--- src/rtl/far_pkg.sv ---
// Shared types for the fraction add and reduce block.
package far_pkg;

   typedef enum logic [6:0] {
      ST_IDLE  = 7'b0000001,
      ST_MUL   = 7'b0000010,
      ST_ADD   = 7'b0000100,
      ST_GCD   = 7'b0001000,
      ST_DIVN  = 7'b0010000,
      ST_DIVD  = 7'b0100000,
      ST_DONE  = 7'b1000000
   } state_type;

   typedef struct packed {
      logic start;
      logic done;
   } div_ctl_type;

endpackage

--- src/rtl/fraction_add_reduce_top.sv ---
// Top level of the fraction add and reduce block.
// A request is taken when start is high and busy low; busy then stays high
// until the result strobe. The shared multiplier forms the three products and
// an add forms the raw sum; then each Euclid remainder step and each of the
// two final divisions run on one shared bit-serial divider. A 0/0 sum skips
// the divisions. rsp_valid pulses for one cycle with the result; it cannot
// be held off.
module fraction_add_reduce_top #(
   parameter int WIDTH = 32
) (
   input  logic                     clock,
   input  logic                     reset,
   input  logic                     start,
   output logic                     busy,
   input  logic signed [WIDTH-1:0]  req_a_num,
   input  logic signed [WIDTH-1:0]  req_a_den,
   input  logic signed [WIDTH-1:0]  req_b_num,
   input  logic signed [WIDTH-1:0]  req_b_den,
   output logic                     rsp_valid,
   output logic signed [WIDTH-1:0]  rsp_sum_num,
   output logic signed [WIDTH-1:0]  rsp_sum_den,
   output logic                     rsp_overflow,
   output logic                     rsp_zero_divisor
);

   far_pkg::div_ctl_type div_ctl;
   logic             div_done;
   logic [WIDTH-1:0] div_dividend, div_divisor, div_quotient, div_remainder;

   far_ctrl #(.WIDTH(WIDTH)) u_ctrl (
      .clock, .reset, .start,
      .a_num(req_a_num), .a_den(req_a_den), .b_num(req_b_num), .b_den(req_b_den),
      .busy, .div_ctl_o(div_ctl), .div_done,
      .div_dividend, .div_divisor, .div_quotient, .div_remainder,
      .rsp_valid, .rsp_sum_num, .rsp_sum_den, .rsp_overflow, .rsp_zero_divisor
   );

   far_div #(.WIDTH(WIDTH)) u_div (
      .clock, .reset, .start(div_ctl.start),
      .dividend(div_dividend), .divisor(div_divisor),
      .done(div_done), .quotient(div_quotient), .remainder(div_remainder)
   );

endmodule

--- src/rtl/far_div.sv ---
// Shared restoring divider on magnitudes, one quotient bit per cycle.
module far_div #(
   parameter int WIDTH = 32
) (
   input  logic                 clock,
   input  logic                 reset,
   input  logic                 start,
   input  logic [WIDTH-1:0]     dividend,
   input  logic [WIDTH-1:0]     divisor,
   output logic                 done,
   output logic [WIDTH-1:0]     quotient,
   output logic [WIDTH-1:0]     remainder
);

   localparam int CW = $clog2(WIDTH + 1);

   logic [WIDTH-1:0] quo_ff, quo_in;
   logic [WIDTH-1:0] rem_ff, rem_in;
   logic [WIDTH-1:0] dvs_ff, dvs_in;
   logic [CW-1:0]    cnt_ff, cnt_in;
   logic             busy_ff, busy_in;
   logic             done_ff, done_in;
   logic [WIDTH:0]   trial;
   logic [WIDTH:0]   diff;

   always_comb begin
      quo_in  = quo_ff;
      rem_in  = rem_ff;
      dvs_in  = dvs_ff;
      cnt_in  = cnt_ff;
      busy_in = busy_ff;
      done_in = 1'b0;
      trial   = {rem_ff, quo_ff[WIDTH-1]};
      diff    = trial - {1'b0, dvs_ff};
      if (start) begin
         quo_in  = dividend;
         rem_in  = '0;
         dvs_in  = divisor;
         cnt_in  = CW'(WIDTH);
         busy_in = 1'b1;
      end else if (busy_ff) begin
         if (!diff[WIDTH]) begin
            rem_in = diff[WIDTH-1:0];
            quo_in = {quo_ff[WIDTH-2:0], 1'b1};
         end else begin
            rem_in = trial[WIDTH-1:0];
            quo_in = {quo_ff[WIDTH-2:0], 1'b0};
         end
         cnt_in = cnt_ff - 1'b1;
         if (cnt_ff == CW'(1)) begin
            busy_in = 1'b0;
            done_in = 1'b1;
         end
      end
   end

   always_ff @(posedge clock) begin
      quo_ff <= quo_in;
      rem_ff <= rem_in;
      dvs_ff <= dvs_in;
      cnt_ff <= cnt_in;
      if (reset) begin
         busy_ff <= 1'b0;
         done_ff <= 1'b0;
      end else begin
         busy_ff <= busy_in;
         done_ff <= done_in;
      end
   end

   assign done      = done_ff;
   assign quotient  = quo_ff;
   assign remainder = rem_ff;

endmodule

--- src/rtl/far_ctrl.sv ---
// Sequencer: products, sum, Euclid loop and final divisions on the divider.
module far_ctrl #(
   parameter int WIDTH = 32
) (
   input  logic                     clock,
   input  logic                     reset,
   input  logic                     start,
   input  logic signed [WIDTH-1:0]  a_num,
   input  logic signed [WIDTH-1:0]  a_den,
   input  logic signed [WIDTH-1:0]  b_num,
   input  logic signed [WIDTH-1:0]  b_den,
   output logic                     busy,
   output far_pkg::div_ctl_type     div_ctl_o,
   input  logic                     div_done,
   output logic [WIDTH-1:0]         div_dividend,
   output logic [WIDTH-1:0]         div_divisor,
   input  logic [WIDTH-1:0]         div_quotient,
   input  logic [WIDTH-1:0]         div_remainder,
   output logic                     rsp_valid,
   output logic signed [WIDTH-1:0]  rsp_sum_num,
   output logic signed [WIDTH-1:0]  rsp_sum_den,
   output logic                     rsp_overflow,
   output logic                     rsp_zero_divisor
);

   localparam logic [WIDTH-1:0] MINV = {1'b1, {(WIDTH-1){1'b0}}};

   far_pkg::state_type state_ff, state_in;
   logic [1:0]              mcnt_ff, mcnt_in;
   logic signed [WIDTH-1:0] an_ff, ad_ff, bn_ff, bd_ff;
   logic signed [WIDTH-1:0] an_in, ad_in, bn_in, bd_in;
   logic signed [WIDTH-1:0] p1_ff, p1_in, p2_ff, p2_in;
   logic signed [WIDTH-1:0] n_ff, n_in, d_ff, d_in;
   logic signed [WIDTH-1:0] u_ff, u_in, v_ff, v_in;
   logic signed [WIDTH-1:0] qn_ff, qn_in;
   logic                    ovf_ff, ovf_in;
   logic                    pend_ff, pend_in;
   logic                    dstart;
   logic                    vld_ff, vld_in;
   logic signed [WIDTH-1:0] on_ff, on_in, od_ff, od_in;
   logic                    oo_ff, oo_in, oz_ff, oz_in;

   logic signed [WIDTH-1:0]   ma, mb;
   logic signed [2*WIDTH-1:0] prod;
   logic                      pover;
   logic signed [WIDTH-1:0]   sum;
   logic [WIDTH-1:0]          ua, va, qmag, rmag;
   logic                      qneg;
   logic signed [WIDTH-1:0]   qsig;
   logic                      qover;

   function automatic logic [WIDTH-1:0] magof(input logic [WIDTH-1:0] x);
      magof = x[WIDTH-1] ? (~x + 1'b1) : x;
   endfunction

   // one multiplier, shared by the three products
   always_comb begin
      case (mcnt_ff)
         2'd0:    begin ma = an_ff; mb = bd_ff; end
         2'd1:    begin ma = ad_ff; mb = bn_ff; end
         default: begin ma = ad_ff; mb = bd_ff; end
      endcase
      prod  = ma * mb;
      pover = prod != {{WIDTH{prod[WIDTH-1]}}, prod[WIDTH-1:0]};
      sum   = p1_ff + p2_ff;
      rmag  = div_remainder;
      qmag  = div_quotient;
      qsig  = qneg ? -$signed(qmag) : $signed(qmag);
      qover = qneg ? (qmag > MINV) : qmag[WIDTH-1];
   end

   always_comb begin
      state_in = state_ff;
      mcnt_in  = mcnt_ff;
      an_in = an_ff; ad_in = ad_ff; bn_in = bn_ff; bd_in = bd_ff;
      p1_in = p1_ff; p2_in = p2_ff; n_in = n_ff; d_in = d_ff;
      u_in = u_ff; v_in = v_ff; qn_in = qn_ff;
      ovf_in  = ovf_ff;
      pend_in = 1'b0;
      dstart  = 1'b0;
      ua = magof(u_ff);
      va = magof(v_ff);
      qneg = 1'b0;
      div_dividend = ua;
      div_divisor  = va;
      vld_in = 1'b0;
      on_in = on_ff; od_in = od_ff; oo_in = oo_ff; oz_in = oz_ff;
      case (state_ff)
         far_pkg::ST_IDLE: begin
            if (start) begin
               an_in = a_num; ad_in = a_den; bn_in = b_num; bd_in = b_den;
               mcnt_in  = 2'd0;
               ovf_in   = 1'b0;
               state_in = far_pkg::ST_MUL;
            end
         end
         far_pkg::ST_MUL: begin
            if (pover) ovf_in = 1'b1;
            mcnt_in = mcnt_ff + 1'b1;
            case (mcnt_ff)
               2'd0:    p1_in = prod[WIDTH-1:0];
               2'd1:    p2_in = prod[WIDTH-1:0];
               default: begin
                  d_in     = prod[WIDTH-1:0];
                  state_in = far_pkg::ST_ADD;
               end
            endcase
         end
         far_pkg::ST_ADD: begin
            n_in = sum;
            if (p1_ff[WIDTH-1] == p2_ff[WIDTH-1] && sum[WIDTH-1] != p1_ff[WIDTH-1])
               ovf_in = 1'b1;
            u_in = sum;
            v_in = d_ff;
            state_in = far_pkg::ST_GCD;
         end
         far_pkg::ST_GCD: begin
            // run one remainder step per divider pass
            if (div_done) begin
               u_in = v_ff;
               v_in = u_ff[WIDTH-1] ? -$signed(rmag) : $signed(rmag);
            end else if (!pend_ff && !div_done) begin
               if (v_ff == '0) begin
                  if (u_ff == '0) begin
                     vld_in = 1'b1;
                     on_in = '0; od_in = '0; oo_in = ovf_ff; oz_in = 1'b1;
                     state_in = far_pkg::ST_IDLE;
                  end else begin
                     // launch n / g
                     div_dividend = magof(n_ff);
                     div_divisor  = ua;
                     dstart  = 1'b1;
                     pend_in = 1'b1;
                     state_in = far_pkg::ST_DIVN;
                  end
               end else begin
                  dstart  = 1'b1;
                  pend_in = 1'b1;
               end
            end else begin
               pend_in = pend_ff;
            end
            if (div_done) pend_in = 1'b0;
         end
         far_pkg::ST_DIVN: begin
            div_dividend = magof(n_ff);
            div_divisor  = ua;
            qneg = n_ff[WIDTH-1] != u_ff[WIDTH-1];
            if (div_done) begin
               qn_in = qsig;
               if (qover) ovf_in = 1'b1;
               // launch d / g
               div_dividend = magof(d_ff);
               dstart = 1'b1;
               state_in = far_pkg::ST_DIVD;
            end
         end
         far_pkg::ST_DIVD: begin
            div_dividend = magof(d_ff);
            div_divisor  = ua;
            qneg = d_ff[WIDTH-1] != u_ff[WIDTH-1];
            if (div_done) begin
               vld_in = 1'b1;
               on_in = qn_ff; od_in = qsig;
               oo_in = ovf_ff | qover; oz_in = 1'b0;
               state_in = far_pkg::ST_IDLE;
            end
         end
         default: state_in = far_pkg::ST_IDLE;
      endcase
   end

   always_ff @(posedge clock) begin
      an_ff <= an_in; ad_ff <= ad_in; bn_ff <= bn_in; bd_ff <= bd_in;
      p1_ff <= p1_in; p2_ff <= p2_in; n_ff <= n_in; d_ff <= d_in;
      u_ff <= u_in; v_ff <= v_in; qn_ff <= qn_in;
      ovf_ff <= ovf_in; mcnt_ff <= mcnt_in;
      on_ff <= on_in; od_ff <= od_in; oo_ff <= oo_in; oz_ff <= oz_in;
      if (reset) begin
         state_ff <= far_pkg::ST_IDLE;
         pend_ff  <= 1'b0;
         vld_ff   <= 1'b0;
      end else begin
         state_ff <= state_in;
         pend_ff  <= pend_in;
         vld_ff   <= vld_in;
      end
   end

   assign busy             = state_ff != far_pkg::ST_IDLE;
   assign div_ctl_o.start  = dstart;
   assign div_ctl_o.done   = div_done;
   assign rsp_valid        = vld_ff;
   assign rsp_sum_num      = on_ff;
   assign rsp_sum_den      = od_ff;
   assign rsp_overflow     = oo_ff;
   assign rsp_zero_divisor = oz_ff;

endmodule

--- config.mk ---
export PLATFORM = sky130hd
export DESIGN_NAME = fraction_add_reduce_top
export DESIGN_NICKNAME = d
export VERILOG_FILES = /design/src/rtl/far_pkg.sv /design/src/rtl/fraction_add_reduce_top.sv /design/src/rtl/far_div.sv /design/src/rtl/far_ctrl.sv
export SDC_FILE = /design/constraint.sdc
export NUM_CORES = 2
export LEC_CHECK = 0
export ABC_AREA = 1
export BUFFER_PORTS_ARGS = -buffer_cell sky130_fd_sc_hd__buf_2
export CORE_ASPECT_RATIO = 0.75
export CORE_UTILIZATION = 65
export DETAILED_ROUTE_END_ITERATION = 10
export GPL_TIMING_DRIVEN = 0
export PLACE_DENSITY = 0.83
export SYNTH_ARGS = -nofsm -noshare
export SYNTH_HDL_FRONTEND = slang
export SYNTH_HIERARCHICAL = 1
export SYNTH_SLANG_ARGS = --single-unit
export TNS_END_PERCENT = 100
--- constraint.sdc ---
create_clock -name clock -period 26.4 [get_ports clock]
set_input_delay 5.28 -clock clock [delete_from_list [all_inputs] [get_ports clock]]
set_output_delay 5.28 -clock clock [all_outputs]
set_load 0.05 [all_outputs]
==> impl_summary.log <==
[metrics] outcome: finished, violations left
[metrics] failing checks: design-rule violations, max-capacitance violations, max-slew violations
[metrics] wire length after detailed routing: 254 mm
[metrics] nets: 9500
[metrics] antenna violations before repair: 14
[metrics] post-route minimum period: 12910 ps
[metrics] max frequency: 77.5 MHz
[metrics] maximum net fanout on the critical path: 16
[metrics] final slew viol count: 34
[metrics] number of max-cap violations: 4
[metrics] count of cells along the worst hold path: 2
[metrics] total routing resource utilization after global routing: 0.505
[metrics] Period Utilization, post-route: 0.489
[metrics] maximum number of pins on one net before global-route repair: 39
[metrics] total CTS buffers: 53
[metrics] clock latency at the later pin of the worst-skew pair: 730 ps
[metrics] cell type with the highest occurrence count on the critical path: sky130_fd_sc_hd__nand2_1
[metrics] CTS Root Cell: sky130_fd_sc_hd__clkbuf_16
[metrics] cell area after placement: 69000 um2
[metrics] Max transition margin: -0.119
[metrics] area enclosed by the die boundary: 103000 um2
[metrics] total number of placement rows: 100
[metrics] via count of the first global-routing pass: 57000
[metrics] Post-DP HPWL: 213 mm
[metrics] delay of the slowest cell on the worst path: 1150 ps
[metrics] IO buf count: 198
[metrics] Top Family by Delay on Critical Path: adder cells
[metrics] top-level port count: 199
[metrics] number of sinks on the clock net: 533
[metrics] Hold/Removal Path Class: register to register
[metrics] starting density of the core: 0.660
[metrics] final-report setup violation count: 0
[metrics] Residual DRC: 3
[metrics] antenna-violating nets left: 0
[metrics] unrepaired setup endpoints after global routing: false
[metrics] number of buffers inserted by post-CTS setup repair: 0
[metrics] total of warnings raised by yosys: 6
[metrics] total vias in the final route: 58000
[metrics] Clock Skews: 93.4 ps
[metrics] commonest non-fill, non-tap cell in the layout: sky130_fd_sc_hd__nand2_1
[metrics] placeable core area: 99800 um2
[metrics] clock edge transition at the registers on the reported setup and hold paths: 70 ps
[metrics] buffers plus inverters on the worst setup path: 9
[metrics] Critical Path Start Type: register
[metrics] number of buffers between clock root and the deepest sink: 3
[metrics] WL per Instance: 27.0 um
[metrics] weighted congestion reported at the end of routability-driven placement: 1.11
[metrics] Critical Path Stages: 37
[metrics] H-tree level count: 2
[metrics] transition time of the tightest slew-check pin: 1670 ps
[metrics] Synth Net Count: 9223
[metrics] combined area of all synthesized cells: 65900 um2
[metrics] Post-Syn Instances: 7751
[metrics] count of hold-fix buffers inserted at cts: 0
[metrics] synth-to-layout area growth: 7.65%
[metrics] Final Hold Fails: 0
[metrics] Worst Setup Path Type: register to register
[metrics] Die Span Y: 278 um
[metrics] gr ovfl total: 0
[metrics] fraction of layout instances using a drive strength above 1: 0.0604
[metrics] highest-count cells in the layout ignoring fill and taps: 2001 x sky130_fd_sc_hd__nand2_1, 1592 x sky130_fd_sc_hd__inv_1, 1084 x sky130_fd_sc_hd__fa_1
[metrics] TNS Setup: 0 ps
[metrics] Reg2Reg Depth: 37
[metrics] average size of a mapped cell: 8.50 um2
[metrics] CTS tree: done
[metrics] Final Instance Area: 70900 um2
[metrics] arrival time of data at the critical path endpoint: 13320 ps
[metrics] global-route wire length before repair: 371 mm
[metrics] DR iter-0 viols: 9719
[metrics] number of cells upsized or downsized after cts: 0
[metrics] Vias/cell: 6.17
[metrics] cell with the largest stage delay on the worst path: sky130_fd_sc_hd__fa_1
[metrics] endpoint required time on the critical path: 26810 ps
[metrics] length of the first detailed-routing pass in iterations: 11
[metrics] Worst Setup End Kind: register
[metrics] Die Wd: 370 um
-- cell type report --
type,count,area [um2]
flip-flops and latches,533,15500
clock inverters,36,434
clock buffers,64,1430
inverters,1624,6100
plain buffers,245,1010
well taps,1326,1660
multi-input cells,5349,43400
fillers,7713,28900
repair buffers,222,1370
diodes,12,30.0
-- worst reg2reg max path: cells and delay by family, from the launching register on --
kind,cells,cell delay [ps]
compound gates,2,820
flops,1,430
buf+inv,9,3050
simple gates,16,2510
fa+ha+maj,10,5810
-- through the flow --
stage | utilization | worst slack (ps) | std cells | hold WS, ps
final | 0.710 | 13490 | 9411 | 508
after global routing | 0.710 | 13190 | 9399 | 528
after CTS | 0.710 | 13890 | 9398 | 501
after detailed placement | 0.691 | 13940 | 9298 | 486
after global placement | 0.686 | 11650 | 9275 | 480
after floorplan | - | 14870 | 7751 | 450
-- path summary, 6_finish.rpt --
kind | start | end | slack, ps
worst max-delay path | u_ctrl/mcnt_ff[0] | u_ctrl/ovf_ff | 13490
worst min-delay path | u_ctrl/pend_ff | u_ctrl/pend_ff | 510
worst max register to register | u_ctrl/mcnt_ff[0] | u_ctrl/ovf_ff | 13490
worst min register to register | u_ctrl/pend_ff | u_ctrl/pend_ff | 510
-- metal layers --
| layer | wire (um) | track usage | vias to the layer above |
|---|---|---|---|
| met1 | 93700 | 0.705 | 28000 |
| met4 | 10200 | 0.163 | 32 |
| met3 | 57000 | 0.329 | 777 |
| li1 | - | - | 23900 |
| met5 | 666 | 0.0244 | - |
| met2 | 92800 | 0.622 | 5381 |
-- sequential cells by signal, indices dropped and copies added (netlist names), 2 cells and up --
signal,flops
u_ctrl/state_ff,6
u_ctrl/rsp_sum_den,32
u_ctrl/bn_ff,32
u_ctrl/n_ff,32
u_div/quotient,32
u_ctrl/bd_ff,32
u_ctrl/an_ff,32
u_ctrl/v_ff,32
u_ctrl/u_ff,32
u_div/cnt_ff,6
u_ctrl/rsp_sum_num,32
u_div/remainder,32
u_ctrl/d_ff,32
u_ctrl/qn_ff,32
u_div/dvs_ff,32
u_ctrl/ad_ff,32
u_ctrl/mcnt_ff,2
u_ctrl/p1_ff,32
u_ctrl/p2_ff,32
Power is left out: the tool's default activity adds up to more than one toggle a clock period on the data nets, which glitch-free logic cannot reach.
